==> config.mk <==
export PLATFORM = sky130hd
export DESIGN_NAME = modular_ring_alu_top_flat
export DESIGN_NICKNAME = d
export VERILOG_FILES = /design/src/design/mra_pkg.sv /design/src/design/mra_if.sv /design/src/design/mra_ram.sv /design/src/design/mra_reduce.sv /design/src/design/modular_ring_alu_top.sv /design/src/flat_wrapper.sv
export SDC_FILE = /design/constraint.sdc
export NUM_CORES = 2
export LEC_CHECK = 0
export BUFFER_PORTS_ARGS = -buffer_cell sky130_fd_sc_hd__buf_2
export CAP_MARGIN = 30
export CORE_MARGIN = 2
export CORE_UTILIZATION = 50
export CTS_CLUSTER_SIZE = 20
export DETAILED_ROUTE_END_ITERATION = 6
export PLACE_DENSITY = 0.68
export SLEW_MARGIN = 5
export SYNTH_ARGS = -nofsm -noshare
export SYNTH_HDL_FRONTEND = slang
export SYNTH_SLANG_ARGS = --single-unit
==> constraint.sdc <==
create_clock -name clk -period 12.4 [get_ports clk]
set_input_delay 3.1 -clock clk [delete_from_list [all_inputs] [get_ports clk]]
set_output_delay 3.1 -clock clk [all_outputs]
set_load 0.005 [all_outputs]
==> src/design/mra_pkg.sv <==
package mra_pkg;

  // default largest modulus; sets the inverse table size
  localparam int MAX_MODULUS_DEF = 16;

  // configuration data width and modulus after reset
  localparam int CFG_W         = 5;
  localparam int MODULUS_RESET = 5;

  // operand and result widths
  localparam int OPD_W = 4;
  localparam int RES_W = 4;
  localparam int CMD_W = 3;

  typedef logic [CMD_W-1:0] cmd_t;

  localparam cmd_t CMD_ADD = 3'd0;
  localparam cmd_t CMD_SUB = 3'd1;
  localparam cmd_t CMD_MUL = 3'd2;
  localparam cmd_t CMD_DIV = 3'd3;
  localparam cmd_t CMD_NEG = 3'd4;
  localparam cmd_t CMD_INV = 3'd5;
  localparam cmd_t CMD_INC = 3'd6;
  localparam cmd_t CMD_DEC = 3'd7;

  localparam logic STATUS_OK     = 1'b0;
  localparam logic STATUS_NO_INV = 1'b1;

endpackage

==> src/design/mra_if.sv <==
interface mra_in_if;
  import mra_pkg::*;

  logic             valid;
  logic             ready;
  cmd_t             cmd;
  logic [OPD_W-1:0] operand_a;
  logic [OPD_W-1:0] operand_b;

  modport source (output valid, output cmd, output operand_a, output operand_b, input ready);
  modport sink   (input valid, input cmd, input operand_a, input operand_b, output ready);
endinterface

interface mra_out_if;
  import mra_pkg::*;

  logic             valid;
  logic             ready;
  logic [RES_W-1:0] result;
  logic             status;

  modport source (output valid, output result, output status, input ready);
  modport sink   (input valid, input result, input status, output ready);
endinterface

==> src/design/mra_ram.sv <==
module mra_ram #(
  parameter int WIDTH = 8,
  parameter int DEPTH = 256
) (
  input  logic                     clk,
  input  logic                     we,
  input  logic [$clog2(DEPTH)-1:0] waddr,
  input  logic [WIDTH-1:0]         wdata,
  input  logic                     re,
  input  logic [$clog2(DEPTH)-1:0] raddr,
  output logic [WIDTH-1:0]         rdata
);

  logic [WIDTH-1:0] mem [DEPTH];

  always_ff @(posedge clk) begin
    if (we) begin
      mem[waddr] <= wdata;
    end
    if (re) begin
      rdata <= mem[raddr];
    end
  end

endmodule

==> src/design/mra_reduce.sv <==
// value mod modulus by restoring subtraction of shifted moduli (modulus >= 2)
module mra_reduce #(
  parameter int VAL_W = 4,
  parameter int MOD_W = 5
) (
  input  logic [VAL_W-1:0] value,
  input  logic [MOD_W-1:0] modulus,
  output logic [VAL_W-1:0] remainder
);

  localparam int CW = VAL_W + MOD_W;

  logic [CW-1:0] r;
  logic [CW-1:0] d;

  always_comb begin
    r = CW'(value);
    d = '0;
    // quotient stays below 2**(VAL_W-1) since modulus is at least 2
    for (int s = VAL_W - 2; s >= 0; s--) begin
      d = CW'(modulus) << s;
      if (r >= d) begin
        r = r - d;
      end
    end
    remainder = r[VAL_W-1:0];
  end

endmodule

==> src/design/modular_ring_alu_top.sv <==
// Modular ring ALU: add, sub, mul, div, neg, inverse, increment and decrement of
// 4-bit operands in the integers modulo a configured modulus (2..MAX_MODULUS,
// reset value 5; writes outside that range are ignored). Operands are reduced
// modulo the modulus first. Inverse and div give result 0 with status 1 when
// the operand (the second one for div) has no inverse, zero included. Inverses
// come from a table memory of (MAX_MODULUS+1)*MAX_MODULUS entries that is built
// after reset by a fill sequencer: it walks every modulus, value and candidate
// factor, one candidate per cycle, and req.ready stays low until the fill is
// done; configuration writes are taken at any time. After that the block
// accepts one item per cycle while rsp.ready does not hold the pipeline back;
// each item passes through operand reduction and table read, multiply or add,
// final reduction, output register. Each stage has its own enable, so items
// keep entering while a finished result waits for rsp.ready, until every
// stage is full. Write the modulus only while no item is in flight.
module modular_ring_alu_top #(
  parameter int MAX_MODULUS = mra_pkg::MAX_MODULUS_DEF
) (
  input  logic                      clk,
  input  logic                      rst,
  input  logic                      cfg_we,
  input  logic [mra_pkg::CFG_W-1:0] cfg_wdata,
  mra_in_if.sink                    req,
  mra_out_if.source                 rsp
);
  import mra_pkg::*;

  // table geometry
  localparam int DEPTH  = (MAX_MODULUS + 1) * MAX_MODULUS;
  localparam int AW     = $clog2(DEPTH);
  localparam int MOD_W  = $clog2(MAX_MODULUS + 1);
  localparam int X_W    = $clog2(MAX_MODULUS);
  localparam int SUM_W  = ((MOD_W > X_W) ? MOD_W : X_W) + 1;
  // datapath widths
  localparam int Y_W    = (X_W > OPD_W) ? X_W : OPD_W;
  localparam int PROD_W = OPD_W + Y_W;
  localparam int ADD_W  = ((OPD_W > MOD_W) ? OPD_W : MOD_W) + 1;
  localparam int RAW_W  = (PROD_W > ADD_W) ? PROD_W : ADD_W;

  localparam logic ST_FILL = 1'b0;
  localparam logic ST_RUN  = 1'b1;

  logic [0:0]       state;
  logic [MOD_W-1:0] modulus;

  // ---------------- configuration ----------------
  always_ff @(posedge clk) begin
    if (rst) begin
      modulus <= MOD_W'(MODULUS_RESET);
    end else if (cfg_we && (int'(cfg_wdata) >= 2) && (int'(cfg_wdata) <= MAX_MODULUS)) begin
      modulus <= MOD_W'(cfg_wdata);
    end
  end

  // ---------------- inverse table fill ----------------
  // per (modulus fm, value fx) walk candidates fk, fp tracks fk*fx mod fm
  logic [MOD_W-1:0] fm;
  logic [X_W-1:0]   fx;
  logic [X_W-1:0]   fk;
  logic [MOD_W-1:0] fp;
  logic [X_W-1:0]   finv;
  logic [X_W-1:0]   finv_now;
  logic [SUM_W-1:0] fsum;
  logic [SUM_W-1:0] fsum_red;
  logic             fhit;
  logic             flast_k;

  logic             ram_we;
  logic [AW-1:0]    ram_waddr;
  logic             ram_re;
  logic [AW-1:0]    ram_raddr;
  logic [X_W-1:0]   ram_rdata;

  assign fsum = SUM_W'(fp) + SUM_W'(fx);

  mra_reduce #(
    .VAL_W (SUM_W),
    .MOD_W (MOD_W)
  ) u_fill_reduce (
    .value     (fsum),
    .modulus   (fm),
    .remainder (fsum_red)
  );

  // smallest nonzero candidate wins, the entry is written together with the last one
  assign fhit     = (fk != '0) && (fp == MOD_W'(1)) && (finv == '0);
  assign finv_now = fhit ? fk : finv;
  assign flast_k  = (fk == X_W'(MAX_MODULUS - 1));

  assign ram_we    = (state == ST_FILL) && flast_k;
  assign ram_waddr = AW'(fm) * AW'(MAX_MODULUS) + AW'(fx);

  always_ff @(posedge clk) begin
    if (rst) begin
      state <= ST_FILL;
      fm    <= MOD_W'(2);
      fx    <= '0;
      fk    <= '0;
      fp    <= '0;
      finv  <= '0;
    end else if (state == ST_FILL) begin
      if (flast_k) begin
        fk   <= '0;
        fp   <= '0;
        finv <= '0;
        if (fx == X_W'(MAX_MODULUS - 1)) begin
          fx <= '0;
          if (fm == MOD_W'(MAX_MODULUS)) begin
            state <= ST_RUN;
          end else begin
            fm <= fm + MOD_W'(1);
          end
        end else begin
          fx <= fx + X_W'(1);
        end
      end else begin
        fk   <= fk + X_W'(1);
        fp   <= fsum_red[MOD_W-1:0];
        finv <= finv_now;
      end
    end
  end

  // ---------------- pipeline enables ----------------
  // each stage moves when it is empty or the next one moves
  logic v1, v2, v3, vo;
  logic en1, en2, en3, eno;

  assign eno = !vo || rsp.ready;
  assign en3 = !v3 || eno;
  assign en2 = !v2 || en3;
  assign en1 = !v1 || en2;

  assign req.ready = en1 && (state == ST_RUN);

  // ---------------- stage 1: reduce operands, read table ----------------
  cmd_t             cmd1;
  logic [OPD_W-1:0] a1, b1;
  logic [OPD_W-1:0] a1_red, b1_red;
  logic [OPD_W-1:0] inv_idx;

  always_ff @(posedge clk) begin
    if (rst) begin
      v1 <= 1'b0;
    end else if (en1) begin
      v1 <= req.valid && req.ready;
    end
  end

  always_ff @(posedge clk) begin
    if (en1) begin
      cmd1 <= req.cmd;
      a1   <= req.operand_a;
      b1   <= req.operand_b;
    end
  end

  mra_reduce #(
    .VAL_W (OPD_W),
    .MOD_W (MOD_W)
  ) u_reduce_a (
    .value     (a1),
    .modulus   (modulus),
    .remainder (a1_red)
  );

  mra_reduce #(
    .VAL_W (OPD_W),
    .MOD_W (MOD_W)
  ) u_reduce_b (
    .value     (b1),
    .modulus   (modulus),
    .remainder (b1_red)
  );

  // div looks up the second operand, everything else the first
  assign inv_idx   = (cmd1 == CMD_DIV) ? b1_red : a1_red;
  assign ram_re    = en2;
  assign ram_raddr = AW'(modulus) * AW'(MAX_MODULUS) + AW'(inv_idx);

  mra_ram #(
    .WIDTH (X_W),
    .DEPTH (DEPTH)
  ) u_inv_ram (
    .clk   (clk),
    .we    (ram_we),
    .waddr (ram_waddr),
    .wdata (finv_now),
    .re    (ram_re),
    .raddr (ram_raddr),
    .rdata (ram_rdata)
  );

  // ---------------- stage 2: raw value ----------------
  cmd_t              cmd2;
  logic [OPD_W-1:0]  a2, b2;
  logic [Y_W-1:0]    mul_y;
  logic [PROD_W-1:0] prod;
  logic              no_inv;
  logic [RAW_W-1:0]  raw_next;
  logic              st_next;

  always_ff @(posedge clk) begin
    if (rst) begin
      v2 <= 1'b0;
    end else if (en2) begin
      v2 <= v1;
    end
  end

  always_ff @(posedge clk) begin
    if (en2) begin
      cmd2 <= cmd1;
      a2   <= a1_red;
      b2   <= b1_red;
    end
  end

  // a table entry of zero marks a value without inverse
  assign no_inv = (ram_rdata == '0);
  assign mul_y  = (cmd2 == CMD_DIV) ? Y_W'(ram_rdata) : Y_W'(b2);
  assign prod   = PROD_W'(a2) * PROD_W'(mul_y);

  always_comb begin
    raw_next = '0;
    st_next  = STATUS_OK;
    case (cmd2)
      CMD_ADD: raw_next = RAW_W'(a2) + RAW_W'(b2);
      CMD_SUB: raw_next = RAW_W'(a2) + RAW_W'(modulus) - RAW_W'(b2);
      CMD_MUL: raw_next = RAW_W'(prod);
      CMD_DIV: begin
        if (no_inv) begin
          st_next = STATUS_NO_INV;
        end else begin
          raw_next = RAW_W'(prod);
        end
      end
      CMD_NEG: raw_next = RAW_W'(modulus) - RAW_W'(a2);
      CMD_INV: begin
        if (no_inv) begin
          st_next = STATUS_NO_INV;
        end else begin
          raw_next = RAW_W'(ram_rdata);
        end
      end
      CMD_INC: raw_next = RAW_W'(a2) + RAW_W'(1);
      CMD_DEC: raw_next = RAW_W'(a2) + RAW_W'(modulus) - RAW_W'(1);
      default: raw_next = '0;
    endcase
  end

  // ---------------- stage 3: final reduction ----------------
  logic [RAW_W-1:0] raw3;
  logic             st3;
  logic [RAW_W-1:0] raw3_red;

  always_ff @(posedge clk) begin
    if (rst) begin
      v3 <= 1'b0;
    end else if (en3) begin
      v3 <= v2;
    end
  end

  always_ff @(posedge clk) begin
    if (en3) begin
      raw3 <= raw_next;
      st3  <= st_next;
    end
  end

  mra_reduce #(
    .VAL_W (RAW_W),
    .MOD_W (MOD_W)
  ) u_reduce_raw (
    .value     (raw3),
    .modulus   (modulus),
    .remainder (raw3_red)
  );

  // ---------------- output register ----------------
  logic [RES_W-1:0] result;
  logic             status;

  always_ff @(posedge clk) begin
    if (rst) begin
      vo <= 1'b0;
    end else if (eno) begin
      vo <= v3;
    end
  end

  always_ff @(posedge clk) begin
    if (eno) begin
      result <= raw3_red[RES_W-1:0];
      status <= st3;
    end
  end

  assign rsp.valid  = vo;
  assign rsp.result = result;
  assign rsp.status = status;

`ifndef SYNTHESIS
  // a missing inverse always comes with a zero result
  a_noinv_zero: assert property (@(posedge clk) disable iff (rst)
    rsp.valid && (rsp.status == STATUS_NO_INV) |-> (rsp.result == '0))
    else $error("no-inverse status with nonzero result");

  // results only once the inverse table is complete
  a_out_after_fill: assert property (@(posedge clk) disable iff (rst)
    rsp.valid |-> (state == ST_RUN))
    else $error("result while table fill is running");

  // results stay inside the ring
  a_res_range: assert property (@(posedge clk) disable iff (rst)
    rsp.valid |-> ((MOD_W + 1)'(rsp.result) < (MOD_W + 1)'(modulus))
      || (int'(modulus) > (1 << RES_W)))
    else $error("result not below modulus");

  // fill ends only after the last entry of the largest modulus
  a_fill_end: assert property (@(posedge clk) disable iff (rst)
    $rose(state == ST_RUN) |-> $past(ram_we && (fm == MOD_W'(MAX_MODULUS))
      && (fx == X_W'(MAX_MODULUS - 1))))
    else $error("table fill ended early");
`endif

endmodule

==> src/flat_wrapper.sv <==
// flat-port wrapper written by rule: the top's interface ports become plain ports
module modular_ring_alu_top_flat import mra_pkg::*;
#(
  parameter int MAX_MODULUS = mra_pkg::MAX_MODULUS_DEF
)
  (clk, rst, cfg_we, cfg_wdata, req_valid, req_cmd, req_operand_a, req_operand_b, req_ready, rsp_valid, rsp_result, rsp_status, rsp_ready);
  mra_in_if req_i ();
  mra_out_if rsp_i ();
  input  logic clk;
  input  logic rst;
  input  logic cfg_we;
  input  logic [mra_pkg::CFG_W-1:0] cfg_wdata;
  input wire logic [$bits(req_i.valid)-1:0] req_valid;
  input wire logic [$bits(req_i.cmd)-1:0] req_cmd;
  input wire logic [$bits(req_i.operand_a)-1:0] req_operand_a;
  input wire logic [$bits(req_i.operand_b)-1:0] req_operand_b;
  output wire logic [$bits(req_i.ready)-1:0] req_ready;
  output wire logic [$bits(rsp_i.valid)-1:0] rsp_valid;
  output wire logic [$bits(rsp_i.result)-1:0] rsp_result;
  output wire logic [$bits(rsp_i.status)-1:0] rsp_status;
  input wire logic [$bits(rsp_i.ready)-1:0] rsp_ready;
  assign req_i.valid = req_valid;
  assign req_i.cmd = req_cmd;
  assign req_i.operand_a = req_operand_a;
  assign req_i.operand_b = req_operand_b;
  assign req_ready = req_i.ready;
  assign rsp_valid = rsp_i.valid;
  assign rsp_result = rsp_i.result;
  assign rsp_status = rsp_i.status;
  assign rsp_i.ready = rsp_ready;
  modular_ring_alu_top #(.MAX_MODULUS(MAX_MODULUS)) u_core (.clk(clk), .rst(rst), .cfg_we(cfg_we), .cfg_wdata(cfg_wdata), .req(req_i), .rsp(rsp_i));
endmodule
==> metrics.yaml <==
run_status:
  status: "finished, violations left"
  violations: "DRC"
cts:
  clk_latency_ps: 720
  cts_tree: "done"
  root_buffer: "clkbuf_16"
  clk_pin_slew_ps: 60
  clk_path_buf_depth: 3
  cts_buffers: 115
  cts_hold_buf: 0
  cts_max_level: 3
  cts_num_sinks: 1160
critical_path:
  path_max_fanout: 6
  crit_start: "u_core.raw3[7]$_DFFE_PP_"
  crit_slowest_cell: "or4_4"
  critPathCaptureType: "flip-flop"
  crit_path_start_kind: "flip-flop"
  timing.rr.start: "u_core.raw3[7]$_DFFE_PP_"
  endpoint: "u_core.rsp.result[1]$_DFFE_PP_"
  criticalPathCategory: "reg -> reg"
  cp_common_cell: "a21o_1"
  critPathArrivalTime_ps: 12400
  crit_required_ps: 12820
  r2r_cells: 54
  cpPeakStageDelay_ps: 460
  r2r-end: "u_core.rsp.result[1]$_DFFE_PP_"
  ff2ff_setup_slack_ps: 420
yosys:
  yosysWarnings: 0
  synth_compound_area_share_pct: 6.75
  synth_area_leaders: "edfxtp_1 64%, nand2_1 5.5%, mux4_2 3.4%, nand3_1 3.3%, ha_1 2.9%"
  synth_nets: 4330
  synth_xor_area_share_pct: 1.15
  syn_area_mm2: 0.0530
  muxShareOfSynthArea_pct: 5.76
  synth_edf_count: 1128
  synth_top_family_by_area: "simple AND/OR/NAND/NOR gates"
  yosysSeqAreaShare_pct: 65.1
  synth_top_area_share_pct: 63.9
  synth_fa_ha_area_share_pct: 3.87
  synthArstFlopShare_pct: 0
  syn-instance-count: 4161
  ys.flop_type: "edfxtp_1"
  syn_area_per_cell_um2: 12.7
  ys_seq_elements: 1160
  synth_simple_gate_area_share_pct: 14.7
  yosys.area.top_type: "edfxtp_1"
  synth_cell_types: 101
global_routing:
  grt_pass1_wl_um: 201000
  overflow: 0
  grt_max_degree: 212
  antenna_found_initial: 3
  grt_pass1_vias: 33300
  track_usage_pct: 24.4
flow_run:
  maxCapViolCount: 0
timing:
  max_freq_ghz: 0.0835
  drv_slew: 0
  setup_violations: 0
  relSlewSlack_pct: 29.8
  finalClockSkew_ps: 51.5
  fin_ws_ps: 423
  hold_violations: 0
  post-route-period-util_pct: 96.6
  worst_slew_pin_slew_ps: 1050
  finalSetupTns_ps: 0
  layout_min_cycle_time_ps: 11980
cells_and_area:
  regArea_mm2: 0.0345
  final_util_pct: 55.9
  n_antenna_cell: 0
  nets: 4324
  n_fill_cell: 8456
  multi_input_area_mm2: 0.0175
  drive_gt1_share_pct: 11.5
  syn_to_final_growth_pct: 10.9
worst_hold_path:
  hold_path_class: "reg -> reg"
power_and_ir_drop:
  comb_power_share_pct: 48.2
  power_density_mw_per_mm2: 257
  p_leak_nw: 19.3
  power_frac_seq_pct: 29.0
  p_sw_share_pct: 39.2
  peakVddDrop_mv: 0.856
  power_frac_clock_pct: 22.8
  p_int_mw: 9.20
  p_sw_mw: 5.94
route:
  routed_via_density: 6.04
  wl_per_cell_um: 23.6
  finalWirelength_um: 133000
  drt_iter0_markers: 3973
  first_pass_iters: 7
  via_count: 34100
  drc: 1
  postRouteAntennaNets: 0
die:
  die_y_um: 330
  die_x_um: 330
  core_area_mm2: 0.105
  rows: 119
  initial_utilization_pct: 50.4
  ios: 28
  dieArea_mm2: 0.109
place:
  place_ws_ps: -231
  portBuffers: 27
  hpwl_um: 80600
  gp_congestion: 0.858
routing by layer:
layer  part of all wire, %  global-route usage [%]
met5                     0                       0
met4                   2.9                    7.28
met3                   8.0                    3.74
met2                    47                    39.3
met1                    42                    34.5
area by class of cell:
class                      instances  share of cell area, %
sequential                      1160                   58.7
clock buffer                     136                   5.06
multi-input combinational       2658                   29.8
timing repair buffer             116                   1.56
clock inverter                    77                   1.31
tap                             1391                   2.96
inverter                         104                  0.668
cells by family after synthesis:
family	after synthesis
simple gates	1750
flops	1160
compound gates	489
buf+inv	343
mux	202
fa+ha+maj	148
xor+xnor	69
flip-flops by register name, indices dropped and copies added (netlist names), 3 cells and up:
signal / cells
u_core.a2: 4
u_core.fm: 5
u_core.modulus: 5
u_core.a1: 4
u_core.rsp.result: 4
u_core.b2: 4
u_core.fx: 4
u_core.cmd1: 3
u_core.u_inv_ram.rdata: 4
u_core.u_inv_ram.mem: 1088
u_core.cmd2: 3
u_core.raw3: 8
u_core.fp: 5
u_core.b1: 4
u_core.fk: 4
u_core.finv: 4
critical path: cells and delay by family, from the launching register on:
kind                       cells  cell delay [ps]
muxes                          4             1260
DFF                            1              430
buffers and inverters          2              240
and+or+nand+nor               15             3190
adders and majority gates      7             2040
AOI/OAI and AO/OA             26             4550
cells in the mapped netlist, types with 20 or more instances:
master    instances
edfxtp_1       1128
fa_1             27
buf_2            55
a22o_1           22
inv_1           102
a21o_1           41
clkbuf_1        147
buf_1            20
a31oi_1          45
o21ai_0          60
a311oi_1         36
nand2_1         771
o22ai_1          31
mux4_2           80
a21oi_1          79
and3_1           67
ha_1            121
nand3_1         353
mux2i_1          96
xor2_1           26
nor3_1           35
nor2_1          367
xnor2_1          42
dfxtp_1          32
mux2_2           22
nor2b_1          29
how the worst min path moves through the flow:
stage | startpoint | to | slack, ps | cells past startpoint
detailed placement | u_core.st3$_SDFFCE_PN0P_ | u_core.rsp.status$_DFFE_PP_ | 420 | 0
global route | u_core.st3$_SDFFCE_PN0P_ | u_core.rsp.status$_DFFE_PP_ | 440 | 0
floorplan | u_core.st3$_SDFFCE_PN0P_ | u_core.rsp.status$_DFFE_PP_ | 400 | 0
global placement | u_core.st3$_SDFFCE_PN0P_ | u_core.rsp.status$_DFFE_PP_ | 410 | 0
CTS | u_core.st3$_SDFFCE_PN0P_ | u_core.rsp.status$_DFFE_PP_ | 440 | 0
finish | u_core.st3$_SDFFCE_PN0P_ | u_core.rsp.status$_DFFE_PP_ | 440 | 0
placed cells by master (no fill, tap or decap), types with 12 or more instances in the layout:
| master | netlist | final |
|---|---|---|
| a21o_1 | 41 | 36 |
| a21oi_1 | 79 | 74 |
| a221oi_1 | 19 | 19 |
| a22o_1 | 22 | 22 |
| a311oi_1 | 36 | 36 |
| a31oi_1 | 45 | 45 |
| a32oi_1 | 18 | 18 |
| and2_1 | 14 | 13 |
| and3_1 | 67 | 67 |
| buf_2 | 55 | 28 |
| buf_4 | 11 | 76 |
| clkbuf_1 | 147 | 20 |
| clkbuf_16 | 0 | 116 |
| clkinv_1 | 0 | 22 |
| clkinv_2 | 0 | 32 |
| dfxtp_1 | 32 | 31 |
| edfxtp_1 | 1128 | 1128 |
| fa_1 | 27 | 24 |
| ha_1 | 121 | 113 |
| inv_1 | 102 | 102 |
| mux2_2 | 22 | 18 |
| mux2i_1 | 96 | 93 |
| mux4_2 | 80 | 80 |
| nand2_1 | 771 | 769 |
| nand2b_1 | 14 | 14 |
| nand3_1 | 353 | 349 |
| nand4_1 | 19 | 19 |
| nor2_1 | 367 | 362 |
| nor2b_1 | 29 | 28 |
| nor3_1 | 35 | 35 |
| o21a_1 | 13 | 13 |
| o21ai_0 | 60 | 51 |
| o221ai_1 | 15 | 15 |
| o22ai_1 | 31 | 31 |
| o31a_1 | 12 | 12 |
| or3_1 | 18 | 16 |
| xnor2_1 | 42 | 42 |
| xor2_1 | 26 | 26 |
power by group through the flow:
stage / Combinational (mW) / Clock (mW) / Sequential (mW)
2_1_floorplan: 5.09 / 0 / 4.44
3_3_place_gp: 6.69 / 0 / 4.46
3_5_place_dp: 6.81 / 0 / 4.46
4_1_cts: 6.87 / 3.49 / 4.38
5_1_grt: 7.94 / 3.64 / 4.39
6_report: 7.29 / 3.46 / 4.39
through the flow:
step | cell area, um2 | std cells | hold slack [ps] | power [mW]
6_report | 58800 | 5642 | 438 | 15.1
3_5_place_dp | 54700 | 5419 | 424 | 11.3
4_1_cts | 58500 | 5632 | 439 | 14.7
2_1_floorplan | 53100 | 4161 | 400 | 9.53
3_3_place_gp | 54700 | 5414 | 406 | 11.2
5_1_grt | 58800 | 5642 | 441 | 16.0
timing repair:
action / CTS / global route
buffers inserted: 0 / 9
pin swaps: 2 / 18
gates resized for setup: 8 / 46
endpoints found under the setup margin: 4 / 4
endpoints found under the hold margin: 0 / 0
Note: power is estimated with default switching activity, not from simulation.
